### src/rtl/ufb_pkg.sv
// Shared types and constants for the UDP multicast frame builder.
// No dependencies; used by every module under rtl/.
package ufb_pkg;

    // Default sizes
    localparam int FRAME_BYTES_DEF   = 60;
    localparam int PAYLOAD_BYTES_DEF = 11;

    // Byte counter width: a frame is at most 64 bytes
    localparam int CNT_W = 6;

    // Offset of the UDP payload in the frame (Ethernet 14 + IPv4 20 + UDP 8)
    localparam int HDR_BYTES = 42;

    // Fixed header values
    localparam logic [7:0] MAC_MCAST_B0 = 8'h03;
    localparam logic [7:0] ETYPE_HI     = 8'h08;
    localparam logic [7:0] IP_VER_IHL   = 8'h45;
    localparam logic [7:0] IP_TTL       = 8'h01;
    localparam logic [7:0] IP_PROTO_UDP = 8'd17;
    localparam logic [7:0] IP_SRC_B0    = 8'd10;
    localparam logic [7:0] IP_MCAST_B   = 8'd224;
    localparam logic [7:0] UDP_PORT     = 8'd100;

    // Configuration register indexes
    typedef enum logic [1:0] {
        CFG_SOURCE_MAC  = 2'd0,
        CFG_FIRST_LINK  = 2'd1,
        CFG_SECOND_LINK = 2'd2,
        CFG_MESSAGE_ID  = 2'd3
    } cfg_index_t;

    // Request payload
    typedef struct packed {
        logic        side_select;
        logic [63:0] sequence_count;
    } request_t;

    // Result payload
    typedef struct packed {
        logic [7:0] frame_byte;
        logic       last_byte;
    } frame_t;

    // Per-frame context handed from the request stage to the emitter
    typedef struct packed {
        logic [15:0] link;
        logic [7:0]  seq;
        logic [15:0] csum;
    } frame_ctx_t;

endpackage

### src/rtl/ufb_request.sv
// Request stage: registers an accepted request as a frame context
// (link id, sequence byte, IPv4 header checksum). Depends on ufb_pkg.
module ufb_request #(
    parameter int PAYLOAD_BYTES = ufb_pkg::PAYLOAD_BYTES_DEF
) (
    input  logic                clk,
    input  logic                rst_n,
    input  logic                request_valid,
    output logic                request_stall,
    input  ufb_pkg::request_t   request,
    input  logic [15:0]         first_side_link,
    input  logic [15:0]         second_side_link,
    output logic                ctx_valid,
    input  logic                ctx_take,
    output ufb_pkg::frame_ctx_t ctx
);

    // Constant part of the IPv4 header one's-complement sum
    localparam int          IpLen     = 28 + PAYLOAD_BYTES;
    localparam logic [17:0] IpSumBase = 18'(32'h4500 + IpLen + 32'h0111 + 32'h0A00 + 32'hE0E0);

    logic                valid_reg, valid_next;
    ufb_pkg::frame_ctx_t ctx_reg;
    ufb_pkg::frame_ctx_t ctx_new;
    logic                accept;
    logic [15:0]         link;
    logic [10:0]         byte_sum;
    logic [8:0]          fold1;
    logic [7:0]          seq;
    logic [17:0]         ip_sum;
    logic [16:0]         ip_fold1;
    logic [15:0]         ip_fold2;

    // Slot is free when empty or being handed on this cycle
    assign request_stall = valid_reg && !ctx_take;
    assign accept        = request_valid && !request_stall;

    // Sequence byte: count mod 255 via byte folding (256 = 1 mod 255).
    // Zero count folds to 0; a multiple of 255 folds to 255, as required.
    always_comb
    begin
        byte_sum = '0;
        for (int i = 0; i < 8; i++)
        begin
            byte_sum = byte_sum + 11'(request.sequence_count[8*i +: 8]);
        end
        fold1 = 9'(byte_sum[10:8]) + 9'(byte_sum[7:0]);
        seq   = fold1[7:0] + 8'(fold1[8]);
    end

    // Link selection and header checksum
    always_comb
    begin
        link     = request.side_select ? first_side_link : second_side_link;
        ip_sum   = IpSumBase + 18'(link);
        ip_fold1 = 17'(ip_sum[15:0]) + 17'(ip_sum[17:16]);
        ip_fold2 = ip_fold1[15:0] + 16'(ip_fold1[16]);
        ctx_new.link = link;
        ctx_new.seq  = seq;
        ctx_new.csum = ~ip_fold2;
    end

    always_comb
    begin
        valid_next = valid_reg;
        if (accept)
        begin
            valid_next = 1'b1;
        end
        else if (ctx_take)
        begin
            valid_next = 1'b0;
        end
    end

    always_ff @(posedge clk or negedge rst_n)
    begin
        if (!rst_n)
        begin
            valid_reg <= 1'b0;
        end
        else
        begin
            valid_reg <= valid_next;
        end
    end

    // Context payload, no reset
    always_ff @(posedge clk)
    begin
        if (accept)
        begin
            ctx_reg <= ctx_new;
        end
    end

    assign ctx_valid = valid_reg;
    assign ctx       = ctx_reg;

endmodule

### src/rtl/ufb_emitter.sv
// Frame emitter: byte counter, frame byte selection and output register.
// Depends on ufb_pkg; fed by ufb_request.
module ufb_emitter #(
    parameter int FRAME_BYTES   = ufb_pkg::FRAME_BYTES_DEF,
    parameter int PAYLOAD_BYTES = ufb_pkg::PAYLOAD_BYTES_DEF
) (
    input  logic                clk,
    input  logic                rst_n,
    input  logic                ctx_valid,
    output logic                ctx_take,
    input  ufb_pkg::frame_ctx_t ctx,
    input  logic [47:0]         source_mac,
    input  logic [7:0]          message_id,
    output logic                frame_valid,
    input  logic                frame_stall,
    output ufb_pkg::frame_t     frame
);

    localparam int                   W       = ufb_pkg::CNT_W;
    localparam logic [W-1:0]         LastIdx = W'(FRAME_BYTES - 1);
    localparam logic [15:0]          UdpLen  = 16'(8 + PAYLOAD_BYTES);
    localparam logic [15:0]          IpLen   = 16'(28 + PAYLOAD_BYTES);
    localparam logic [W-1:0]         PlMsg   = W'(ufb_pkg::HDR_BYTES);
    localparam logic [W-1:0]         PlLen   = W'(ufb_pkg::HDR_BYTES + 2);
    localparam logic [W-1:0]         PlSeq   = W'(ufb_pkg::HDR_BYTES + PAYLOAD_BYTES - 1);

    logic                busy_reg, busy_next;
    logic [W-1:0]        cnt_reg, cnt_next;
    ufb_pkg::frame_ctx_t ctx_reg;
    logic                out_valid_reg, out_valid_next;
    ufb_pkg::frame_t     out_reg, out_next;
    logic                advance;
    logic                is_last;
    logic [7:0]          byte_val;

    // Output register moves when empty or taken
    assign advance  = !out_valid_reg || !frame_stall;
    assign is_last  = (cnt_reg == LastIdx);
    assign ctx_take = advance && ctx_valid && (!busy_reg || is_last);

    // Frame byte at the current offset
    always_comb
    begin
        byte_val = 8'h00;
        case (cnt_reg)
            W'(0):  byte_val = ufb_pkg::MAC_MCAST_B0;
            W'(4):  byte_val = ctx_reg.link[15:8];
            W'(5):  byte_val = ctx_reg.link[7:0];
            W'(6):  byte_val = source_mac[47:40];
            W'(7):  byte_val = source_mac[39:32];
            W'(8):  byte_val = source_mac[31:24];
            W'(9):  byte_val = source_mac[23:16];
            W'(10): byte_val = source_mac[15:8];
            W'(11): byte_val = source_mac[7:0];
            W'(12): byte_val = ufb_pkg::ETYPE_HI;
            W'(14): byte_val = ufb_pkg::IP_VER_IHL;
            W'(16): byte_val = IpLen[15:8];
            W'(17): byte_val = IpLen[7:0];
            W'(22): byte_val = ufb_pkg::IP_TTL;
            W'(23): byte_val = ufb_pkg::IP_PROTO_UDP;
            W'(24): byte_val = ctx_reg.csum[15:8];
            W'(25): byte_val = ctx_reg.csum[7:0];
            W'(26): byte_val = ufb_pkg::IP_SRC_B0;
            W'(30): byte_val = ufb_pkg::IP_MCAST_B;
            W'(31): byte_val = ufb_pkg::IP_MCAST_B;
            W'(32): byte_val = ctx_reg.link[15:8];
            W'(33): byte_val = ctx_reg.link[7:0];
            W'(35): byte_val = ufb_pkg::UDP_PORT;
            W'(37): byte_val = ufb_pkg::UDP_PORT;
            W'(38): byte_val = UdpLen[15:8];
            W'(39): byte_val = UdpLen[7:0];
            default: byte_val = 8'h00;
        endcase
        // Payload: message id, zero, length, ..., sequence byte last
        if (cnt_reg == PlMsg)
        begin
            byte_val = message_id;
        end
        else if (cnt_reg == PlLen)
        begin
            byte_val = 8'(PAYLOAD_BYTES);
        end
        else if (cnt_reg == PlSeq)
        begin
            byte_val = ctx_reg.seq;
        end
    end

    // Sequencer and output register next state
    always_comb
    begin
        busy_next      = busy_reg;
        cnt_next       = cnt_reg;
        out_valid_next = out_valid_reg;
        out_next       = out_reg;
        if (advance)
        begin
            out_valid_next      = busy_reg;
            out_next.frame_byte = byte_val;
            out_next.last_byte  = is_last;
            if (ctx_take)
            begin
                busy_next = 1'b1;
                cnt_next  = '0;
            end
            else if (busy_reg)
            begin
                if (is_last)
                begin
                    busy_next = 1'b0;
                end
                cnt_next = cnt_reg + W'(1);
            end
        end
    end

    always_ff @(posedge clk or negedge rst_n)
    begin
        if (!rst_n)
        begin
            busy_reg      <= 1'b0;
            cnt_reg       <= '0;
            out_valid_reg <= 1'b0;
        end
        else
        begin
            busy_reg      <= busy_next;
            cnt_reg       <= cnt_next;
            out_valid_reg <= out_valid_next;
        end
    end

    // Payload registers, no reset
    always_ff @(posedge clk)
    begin
        out_reg <= out_next;
        if (ctx_take)
        begin
            ctx_reg <= ctx;
        end
    end

    assign frame_valid = out_valid_reg;
    assign frame       = out_reg;

`ifndef SYNTHESIS
    // A new frame starts at offset zero
    a_start: assert property (@(posedge clk) disable iff (!rst_n)
        ctx_take |=> busy_reg && (cnt_reg == '0))
        else $error("frame did not start at offset zero");

    // Counter steps by one per emitted byte inside a frame
    a_step: assert property (@(posedge clk) disable iff (!rst_n)
        busy_reg && advance && !is_last |=> cnt_reg == $past(cnt_reg) + W'(1))
        else $error("byte counter skipped");

    // Counter never passes the last offset
    a_range: assert property (@(posedge clk) disable iff (!rst_n)
        busy_reg |-> cnt_reg <= LastIdx)
        else $error("byte counter beyond frame end");

    // Emitter goes idle after the last byte when nothing is waiting
    a_idle: assert property (@(posedge clk) disable iff (!rst_n)
        busy_reg && advance && is_last && !ctx_valid |=> !busy_reg)
        else $error("emitter stayed busy after last byte");

    // Flagged last byte is emitted only from the final offset
    a_last: assert property (@(posedge clk) disable iff (!rst_n)
        advance && busy_reg |=> out_reg.last_byte == ($past(cnt_reg) == LastIdx))
        else $error("last_byte flag misplaced");
`endif

endmodule

### src/rtl/udp_multicast_frame_builder.sv
// Top level of the UDP multicast frame builder: configuration registers,
// request stage and frame emitter. Depends on ufb_pkg, ufb_request, ufb_emitter.
//
//  channel   direction  handshake                  payload
//  request   in         request_valid/request_stall  ufb_pkg::request_t
//  frame     out        frame_valid/frame_stall      ufb_pkg::frame_t
//  cfg       in         cfg_valid/cfg_ready          cfg_index, cfg_data
//
// Each request yields FRAME_BYTES transfers on frame, one byte per cycle,
// set by the byte counter of the emitter. One request waits in the request
// register while a frame streams, so frames follow with no gap.
// A request passes the request, emitter context and output registers.
// A stall on frame holds the output register and the counter in place.
// Reset clears the configuration registers to zero and empties both stages.
module udp_multicast_frame_builder #(
    parameter int FRAME_BYTES   = ufb_pkg::FRAME_BYTES_DEF,
    parameter int PAYLOAD_BYTES = ufb_pkg::PAYLOAD_BYTES_DEF
) (
    input  logic              clk,
    input  logic              rst_n,
    input  logic              request_valid,
    output logic              request_stall,
    input  ufb_pkg::request_t request,
    output logic              frame_valid,
    input  logic              frame_stall,
    output ufb_pkg::frame_t   frame,
    input  logic              cfg_valid,
    output logic              cfg_ready,
    input  logic [1:0]        cfg_index,
    input  logic [47:0]       cfg_data
);

    logic [47:0]         source_mac_reg;
    logic [15:0]         first_link_reg;
    logic [15:0]         second_link_reg;
    logic [7:0]          message_id_reg;
    logic                cfg_write;
    logic                ctx_valid;
    logic                ctx_take;
    ufb_pkg::frame_ctx_t ctx;

    // Configuration writes complete in the same cycle
    assign cfg_ready = 1'b1;
    assign cfg_write = cfg_valid && cfg_ready;

    always_ff @(posedge clk or negedge rst_n)
    begin
        if (!rst_n)
        begin
            source_mac_reg  <= '0;
            first_link_reg  <= '0;
            second_link_reg <= '0;
            message_id_reg  <= '0;
        end
        else if (cfg_write)
        begin
            case (ufb_pkg::cfg_index_t'(cfg_index))
                ufb_pkg::CFG_SOURCE_MAC:  source_mac_reg  <= cfg_data;
                ufb_pkg::CFG_FIRST_LINK:  first_link_reg  <= cfg_data[15:0];
                ufb_pkg::CFG_SECOND_LINK: second_link_reg <= cfg_data[15:0];
                ufb_pkg::CFG_MESSAGE_ID:  message_id_reg  <= cfg_data[7:0];
                default: ;
            endcase
        end
    end

    // Request register with sequence byte and checksum
    ufb_request #(
        .PAYLOAD_BYTES (PAYLOAD_BYTES)
    ) u_request (
        .clk              (clk),
        .rst_n            (rst_n),
        .request_valid    (request_valid),
        .request_stall    (request_stall),
        .request          (request),
        .first_side_link  (first_link_reg),
        .second_side_link (second_link_reg),
        .ctx_valid        (ctx_valid),
        .ctx_take         (ctx_take),
        .ctx              (ctx)
    );

    // Byte sequencer and output register
    ufb_emitter #(
        .FRAME_BYTES   (FRAME_BYTES),
        .PAYLOAD_BYTES (PAYLOAD_BYTES)
    ) u_emitter (
        .clk         (clk),
        .rst_n       (rst_n),
        .ctx_valid   (ctx_valid),
        .ctx_take    (ctx_take),
        .ctx         (ctx),
        .source_mac  (source_mac_reg),
        .message_id  (message_id_reg),
        .frame_valid (frame_valid),
        .frame_stall (frame_stall),
        .frame       (frame)
    );

endmodule
### config.mk
export PLATFORM = sky130hd
export DESIGN_NAME = udp_multicast_frame_builder
export DESIGN_NICKNAME = d
export VERILOG_FILES = /design/src/rtl/ufb_pkg.sv /design/src/rtl/ufb_request.sv /design/src/rtl/ufb_emitter.sv /design/src/rtl/udp_multicast_frame_builder.sv
export SDC_FILE = /design/constraint.sdc
export NUM_CORES = 1
export LEC_CHECK = 0
export BUFFER_PORTS_ARGS = -buffer_cell sky130_fd_sc_hd__buf_2
export CAP_MARGIN = 20
export CORE_ASPECT_RATIO = 0.5
export CORE_UTILIZATION = 65
export CTS_BUF_LIST = sky130_fd_sc_hd__clkbuf_4
export DETAILED_ROUTE_END_ITERATION = 8
export PLACE_DENSITY = 0.88
export SLEW_MARGIN = 5
export SYNTH_ARGS = -nofsm -noshare
export SYNTH_HDL_FRONTEND = slang
export SYNTH_SLANG_ARGS = --single-unit
### constraint.sdc
create_clock -name clk -period 9.4 [get_ports clk]
set_input_delay 0.94 -clock clk [delete_from_list [all_inputs] [get_ports clk]]
set_output_delay 0.94 -clock clk [all_outputs]
set_load 0.01 [all_outputs]
==> out/results.ini, run 1 <==
[sta]
fin_ws_ns=1.79
fin_skew_ns=0.0303
final.period_utilization=0.809
maxSlewViolCount=0
hold_viol=0
rsz0062_at_grt=false
worst_pin_slew_ns=1.02
setup_tns_ns=0
max_freq_mhz=131
min_period_ns=7.61
slew_headroom=0.320
finalSetupViolCount=0

[synthesis]
yosys.area.top_type=edfxtp_1
synth_area_leaders=edfxtp_1, dfrtp_1, mux2_2, fa_1, ha_1
synth.distinct_cells=85
synth-edff-count=89
netlist_area_um2=10700
synth_cells=856
netlist_top_cells_count=dfrtp_1, inv_1, mux2_2, edfxtp_1, xnor2_1
syn_avg_cell_area_um2=12.5
synth_ff_type=dfrtp_1
ys_ff_latch=186
ys_warn_count=0
synth.most_common_cell=dfrtp_1
synthesis.nets=1056
postSynth.asyncResetShare=0.522
synth.top_cell.area_share=0.250
ys_seq_area_frac=0.477

[power]
power_leakage_uw=0.00504
p_per_area_nw_per_um2=295
ir_drop_mv=0.272
power_uw=3490

[clock_network]
numCtsBuffers=17
post_cts_resize_count=0
cts_sinks=186
cts_buffer_depth=2
root_buffer=clkbuf_4
hold_buffers=0
htreeDepth=4
cts_setup_buffers=0
clk_pin_slew_ns=0.15
tritoncts=built
clk-insertion-delay-late_ns=0.58

[placement]
portBuffers=130
pre_cts_ws_ns=1.23
gp_congestion=0.929
place_hpwl_um=18700

[setup_path]
path_class=input port to flop
worst_setup_path_start_kind=input port
critPathMaxStageDelay_ns=0.51
path_max_fanout=3
arrival_ns=7.93
worstPathRequired_ns=9.73
end_kind=flop
cp_slowest_cell=fa_1

[final_layout]
largest_register_ffs=48
final_net_count=1180
area_delta_synth_final_pct=10.5
diodes=0
drive_above_1_share=0.295
fill_cells=1003
fin_util=0.750

[routing]
vias=7367
via_per_inst=6.07
drc=0
wl_per_cell_um=20.5
drtAntennaViolNets=0
drt_iter0_drc=813
drt_wl_total_um=24900
dr.pass1.iters=6

[global_route]
grt-ovfl-total=0
grt_pass1_vias=7620
grt_usage=0.317
grt_max_degree=76
antenna_found_initial=0
grt_pass1_wl_um=39900

[floorplan]
core_um2=15700
initial_utilization=0.679
die_w_um=183
design.die.area_um2=17000
rows=32
top_level_ports=132
die_h_um=92.7

[outcome]
outcome=complete, no violations

[run]
max_cap_violations=0

[min_path]
hold_class=input port to asynchronous set/reset pin

## worst paths after layout
kind,endpoint,start,depth (start not counted),slack (ns)
setup / recovery,u_request.ctx[23],request[0],33,1.79
hold / removal,first_link_reg[9],rst_n,1,0.22
setup reg to reg,u_request.ctx[12],second_link_reg[3],22,2.90
hold reg to reg,u_emitter.ctx_reg[3],u_request.ctx[3],0,0.42
max in group asynchronous,source_mac_reg[28],rst_n,2,7.91
min in group clk,u_emitter.ctx_reg[3],u_request.ctx[3],0,0.42
## power by group
group          total [µW]  internal [µW]  switching [µW]
clock network         493            217             276
registers            1160           1050             113
logic                1830            804            1030
## placed cells by master, fill, tap and decap left out, drive strengths merged, types with 7 or more instances in the layout
master | Yosys | final
buf | 8 | 133
inv | 95 | 102
dfrtp | 97 | 97
mux2 | 93 | 93
edfxtp | 89 | 89
xnor2 | 42 | 42
fa | 41 | 41
ha | 39 | 39
nor2 | 36 | 36
nand2 | 34 | 34
a21oi | 29 | 29
nand3 | 21 | 21
xor2 | 20 | 20
clkbuf | 20 | 18
nor3 | 15 | 15
o21ai | 15 | 15
a22oi | 14 | 14
mux2i | 13 | 13
a221oi | 12 | 12
nand4 | 9 | 9
o21bai | 8 | 8
nand2b | 8 | 8
and2 | 8 | 8
nor2b | 7 | 7
and3 | 7 | 7
## final cells by class
class / instances / area, µm² / share of cell area
clock buffers: 18 / 135 / 0.0114
clock inverters: 14 / 190 / 0.0161
inverters: 95 / 357 / 0.0302
multi-input cells: 547 / 5070 / 0.430
flip-flops and latches: 186 / 5100 / 0.432
well taps: 221 / 277 / 0.0234
repair buffers: 133 / 676 / 0.0572
## cell families (layout without fill, tap and decap cells)
| family | count (synthesis) | in the layout | synth area share |
|---|---|---|---|
| AO/OA/AOI/OAI | 125 | 125 | 0.0905 |
| XOR/XNOR | 62 | 62 | 0.0508 |
| adder cells (fa/ha/maj) | 81 | 81 | 0.123 |
| buffers and inverters | 123 | 260 | 0.0486 |
| flip-flops | 186 | 186 | 0.477 |
| multiplexers | 106 | 106 | 0.116 |
| other | 1 | 1 | 0.000351 |
| AND/OR/NAND/NOR | 172 | 172 | 0.0931 |
## layer usage
layer / routed length (µm) / up-vias / track usage
met5: 0 / - / 0
met4: 936 / 0 / 0.139
met3: 2150 / 76 / 0.0661
met2: 11900 / 400 / 0.530
met1: 9870 / 3601 / 0.404
li1: - / 3290 / -
## stage by stage
step / hold slack, ns / std cells / area [µm²]
floorplan: 0.400 / 856 / 10700
global route: 0.202 / 1214 / 11800
detailed placement: 0.405 / 1182 / 11500
finish: 0.220 / 1214 / 11800
CTS: 0.202 / 1214 / 11800
global placement: 0.403 / 1182 / 11500
## critical path: cells and delay by family
family,cells,cell delay (ns)
adder cells (fa/ha/maj),10,3.82
AO/OA/AOI/OAI,10,1.59
AND/OR/NAND/NOR,6,0.94
XOR/XNOR,3,0.37
buffers and inverters,4,0.28
(Power assumes the default switching activity.)
==> run 2, diff against run 1 <==
CORE_UTILIZATION = 61   (was 65)
PLACE_DENSITY = 0.83   (was 0.88)
clock period = 8 ns   (was 9.4 ns; I/O delays follow)
==> run 2 against run 1 <==
Compared with the run above:
- clock-buffer cell count grew 2
- utilization down 4.2 points
- die area grew 6.5%
- clock power is 23% higher
- combinational power up 17%
- largest power group unchanged
- highest routed layer unchanged
==> out/results.ini, run 2 (synthesized netlist as in run 1, its figures left out) <==
[sta]
max_freq_mhz=134
hold_viol=0  ; unchanged
worst_pin_slew_ns=1.03  ; +0.00605 ns
rsz0062_at_grt=false
setup_tns_ns=0  ; unchanged
finalSetupViolCount=0  ; unchanged
final.period_utilization=0.930
maxSlewViolCount=0  ; unchanged
slew_headroom=0.316  ; -0.00403
fin_ws_ns=0.560  ; -1.23 ns
min_period_ns=7.44
fin_skew_ns=0.0326  ; +0.00223 ns

[final_layout]
drive_above_1_share=0.295  ; +0.000412
final_cell_area_um2=11900  ; +0.52%
fin_util=0.708  ; -0.0424
final_cell_mix=buf_2, dfrtp_1, inv_1, mux2_2, edfxtp_1
largest_register_ffs=48  ; unchanged
final_net_count=1182  ; +0.17%
diodes=0  ; unchanged
area_delta_synth_final_pct=11.1
layout_commonest_cell=buf_2

[floorplan]
die_h_um=95.6  ; +3.2%
top_level_ports=132  ; unchanged
core_um2=16800  ; +6.5%
design.die.area_um2=18100  ; +6.5%
rows=33  ; +3.1%
initial_utilization=0.637  ; -0.0417
die_w_um=189  ; +3.2%

[clock_network]
clk_pin_slew_ns=0.15  ; about the same
hold_buffers=0  ; unchanged
cts_setup_buffers=0  ; unchanged
tritoncts=built
cts_sinks=186  ; unchanged
numCtsBuffers=17  ; unchanged
clk-insertion-delay-late_ns=0.57  ; about the same
post_cts_resize_count=0  ; unchanged
root_buffer=clkbuf_4
htreeDepth=4  ; unchanged
cts_buffer_depth=2  ; unchanged

[routing]
drtAntennaViolNets=0  ; unchanged
dr.pass1.iters=9  ; +3
drt_iter0_drc=743  ; -8.6%
drc=0  ; unchanged
vias=7267  ; -1.4%
drt_wl_total_um=24400  ; -2.1%
via_per_inst=5.95  ; -2.0%
wl_per_cell_um=19.9  ; -2.8%

[setup_path]
worstPathRequired_ns=8.33  ; -1.40 ns
critPathMaxStageDelay_ns=0.57  ; +0.06 ns
path_max_fanout=3  ; unchanged
end_kind=flop
worst_setup_path_start_kind=input port
cp_slowest_cell=fa_1
path_class=input port to flop
arrival_ns=7.77  ; -0.16 ns
worstRegToRegCells=22  ; unchanged

[global_route]
grt_usage=0.286  ; -0.0313
grt_pass1_wl_um=38300  ; -4.0%
grt-ovfl-total=0  ; unchanged
grt_max_degree=85  ; +12%
antenna_found_initial=0  ; unchanged
grt_pass1_vias=7361  ; -3.4%

[power]
p_per_area_nw_per_um2=346  ; +17%
power_leakage_uw=0.00506  ; +0.39%
ir_drop_mv=0.311  ; +14%

[placement]
portBuffers=130  ; unchanged
place_hpwl_um=18500  ; -1.2%
place_area_um2=11500  ; +0.13%
gp_congestion=0.932  ; +0.36%
pre_cts_ws_ns=-0.0769  ; -1.30 ns

[outcome]
outcome=complete, no violations

[min_path]
hold_class=input port to asynchronous set/reset pin

[run]
max_cap_violations=0  ; unchanged

## run 2: cell count changes in the layout (fill, tap and decap cells not counted), sizes merged
cell / delta
clkbuf: +2
clkinvlp: +1
buf: +2
clkinv: -1
inv: -3
bufinv: +1
## run 2: worst paths after layout
path	startpoint	endpoint	slack [ns]
min in group clk	u_request.ctx[2]	u_emitter.ctx_reg[2]	0.42
min reg2reg	u_request.ctx[2]	u_emitter.ctx_reg[2]	0.42
max in group asynchronous	rst_n	source_mac_reg[32]	7.05
max reg2reg	second_link_reg[3]	u_request.ctx[12]	1.59
max	request[0]	u_request.ctx[23]	0.56
min	rst_n	second_link_reg[12]	0.04
## run 2: final cells by class
type	count	area, µm²
repair buffers	135	711
inverters	95	357
fillers	1179	4890
well taps	227	284
clock buffers	20	150
flip-flops and latches	186	5100
multi-input cells	547	5070
clock inverters	12	194
## run 2: power by group
part | switching (µW) | leakage (µW) | internal, µW
clock network | 314 | 0.000186 | 290
logic | 1190 | 0.00292 | 949
registers | 131 | 0.00195 | 1230
total | 1640 | 0.00506 | 2470
## run 2: through the flow
step / hold slack, ns / cells / power, µW
after detailed placement: 0.406 / 1189 / 3510
after global routing: 0.0200 / 1222 / 4450
after global placement: 0.402 / 1189 / 3390
after floorplan: 0.400 / 856 / 2990
after CTS: 0.0295 / 1221 / 4120
final: 0.0450 / 1222 / 4110
## run 2: critical path: cells and delay by family
| family | cells | cell delay (ns) |
|---|---|---|
| buffers and inverters | 3 | 0.21 |
| XOR/XNOR | 3 | 0.43 |
| AND/OR/NAND/NOR | 6 | 0.97 |
| adder cells (fa/ha/maj) | 10 | 3.86 |
| AO/OA/AOI/OAI | 10 | 1.51 |
## run 2: routing by layer
metal,track usage,vias to the layer above,part of all wire
met5,0,-,0
met4,0.0780,0,0.015
met3,0.0530,35,0.084
met2,0.503,382,0.48
met1,0.368,3557,0.42
li1,-,3293,-
==> run 3, diff against run 2 <==
CORE_UTILIZATION = 24   (was 61)
PLACE_DENSITY = default   (was 0.83)
==> run 3 against run 2 <==
Compared with the run above:
- non-clock buffer count grew 2
- maximum frequency increased by 1.4%
- global-route usage decreased by 18 points
- wire length stayed put
- clock skew about the same
- total power shrank 2.6%
- cell area rose by 3.1%
- critical path type unchanged
- largest power group unchanged
==> out/results.ini, run 3 (synthesized netlist as in run 1, its figures left out) <==
[clock_network]
hold_buffers=0  ; unchanged
root_buffer=clkbuf_4
cts_buffer_depth=2  ; unchanged
clk_pin_slew_ns=0.16  ; about the same
htreeDepth=4  ; unchanged
numCtsBuffers=17  ; unchanged
tritoncts=built
cts_sinks=186  ; unchanged
cts_setup_buffers=0  ; unchanged
clk-insertion-delay-late_ns=0.57  ; about the same
post_cts_resize_count=0  ; unchanged

[sta]
rsz0062_at_grt=false
worst_pin_slew_ns=1.05  ; +0.0247 ns
slew_headroom=0.299  ; -0.0165
fin_ws_ns=0.660  ; +0.100 ns
max_freq_mhz=136  ; +1.4%
final.period_utilization=0.917  ; -0.0125
fin_skew_ns=0.0326  ; +0.0000212 ns
finalSetupViolCount=0  ; unchanged
hold_viol=0  ; unchanged
maxSlewViolCount=0  ; unchanged
min_period_ns=7.34  ; -0.100 ns
setup_tns_ns=0  ; unchanged

[final_layout]
fin_util=0.280  ; -0.428
layout.cells.non_filler=1586  ; +30%
drive_above_1_share=0.298  ; +0.00242
area_delta_synth_final_pct=14.5
final_cell_mix=buf_2, dfrtp_1, inv_1, mux2_2, edfxtp_1
largest_register_ffs=48  ; unchanged
final_cell_area_um2=12200  ; +3.1%
final_net_count=1184  ; +0.17%
layout_commonest_cell=buf_2

[setup_path]
arrival_ns=7.64  ; -0.13 ns
cp_slowest_cell=fa_1
ff2ff_setup_slack_ns=1.79  ; +0.20 ns
worstPathRequired_ns=8.30  ; -0.03 ns
path_max_fanout=3  ; unchanged
end_kind=flop
crit_buf_inv=4  ; +1
worst_setup_path_start_kind=input port
cp_top_family=adder cells
critPathMaxStageDelay_ns=0.51  ; -0.06 ns
path_class=input port to flop

[placement]
pre_cts_ws_ns=0.0699  ; +0.147 ns
portBuffers=130  ; unchanged
gp_congestion=0.810  ; -13%
placedCellCount=1553  ; +31%
place_area_um2=12000  ; +4.1%
place_hpwl_um=18800  ; +1.8%

[routing]
via_per_inst=4.35  ; -27%
drt_wl_total_um=24400  ; unchanged
dr.pass1.iters=5  ; -4
vias=6892  ; -5.2%
drt_iter0_drc=392  ; -47%
drtAntennaViolNets=0  ; unchanged
drc=0  ; unchanged
wl_per_cell_um=15.4  ; -23%

[power]
p_per_area_nw_per_um2=327  ; -5.5%
ir_drop_mv=0.251  ; -19%
power_leakage_uw=0.00503  ; -0.58%

[floorplan]
die_h_um=151  ; +58%
die_w_um=300  ; +59%
core_um2=43700  ; +160%
top_level_ports=132  ; unchanged
rows=54  ; +64%
initial_utilization=0.244  ; -0.393
design.die.area_um2=45400  ; +150%

[run]
max_cap_violations=0  ; unchanged

[global_route]
grt_pass1_vias=6903  ; -6.2%
grt-ovfl-total=0  ; unchanged
antenna_found_initial=1  ; +1
grt_usage=0.108  ; -0.178
grt_pass1_wl_um=37600  ; -1.8%
grt_max_degree=72  ; -15%

[min_path]
hold_class=input port to asynchronous set/reset pin

[outcome]
outcome=complete, no violations

[run 3: report_power, final]
group,switching [µW],internal [µW]
logic,1200,943
registers,128,1230
clock network,327,170
total,1660,2350
[run 3: worst reg2reg max path, delay by kind of cell (launching register included)]
| kind | cells | cell delay, ns |
|---|---|---|
| fa+ha+maj | 4 | 1.32 |
| xor+xnor | 1 | 0.09 |
| buf+inv | 1 | 0.07 |
| simple gates | 10 | 2.43 |
| compound gates | 5 | 1.37 |
| flops | 1 | 0.54 |
| mux | 1 | 0.16 |
[run 3: path summary, 6_finish.rpt]
| check | from | end | cells after the start |
|---|---|---|---|
| max | request[0] | u_request.ctx[23] | 33 |
| min | rst_n | first_link_reg[12] | 1 |
| max reg2reg | second_link_reg[3] | u_request.ctx[12] | 22 |
| min reg2reg | u_request.ctx[9] | u_emitter.ctx_reg[9] | 0 |
| max in group asynchronous | rst_n | source_mac_reg[17] | 2 |
| min in group clk | request_valid | u_request.ctx_valid | 2 |
[run 3: area by class of cell]
class                   count  area, µm²
fillers                  4518      31500
flip-flops and latches    186       5100
multi-input cells         547       5070
well taps                 588        736
repair buffers            137        706
inverters                  95        357
clock buffers              20        150
clock inverters            12        115
diodes                      1       2.50
[run 3: per-layer routing]
layer	GRT usage	vias up	wire [µm]
met5	0	-	0
met4	0.0352	0	449
met3	0.0164	28	613
met2	0.196	96	12900
met1	0.131	3472	10400
li1	-	3296	-
[run 3: stage by stage]
step                hold WS (ns)  power (µW)
floorplan                  0.400        2990
global placement           0.401        3490
detailed placement         0.405        3530
CTS                       0.0664        4040
global route              0.0715        4340
finish                     0.108        4000
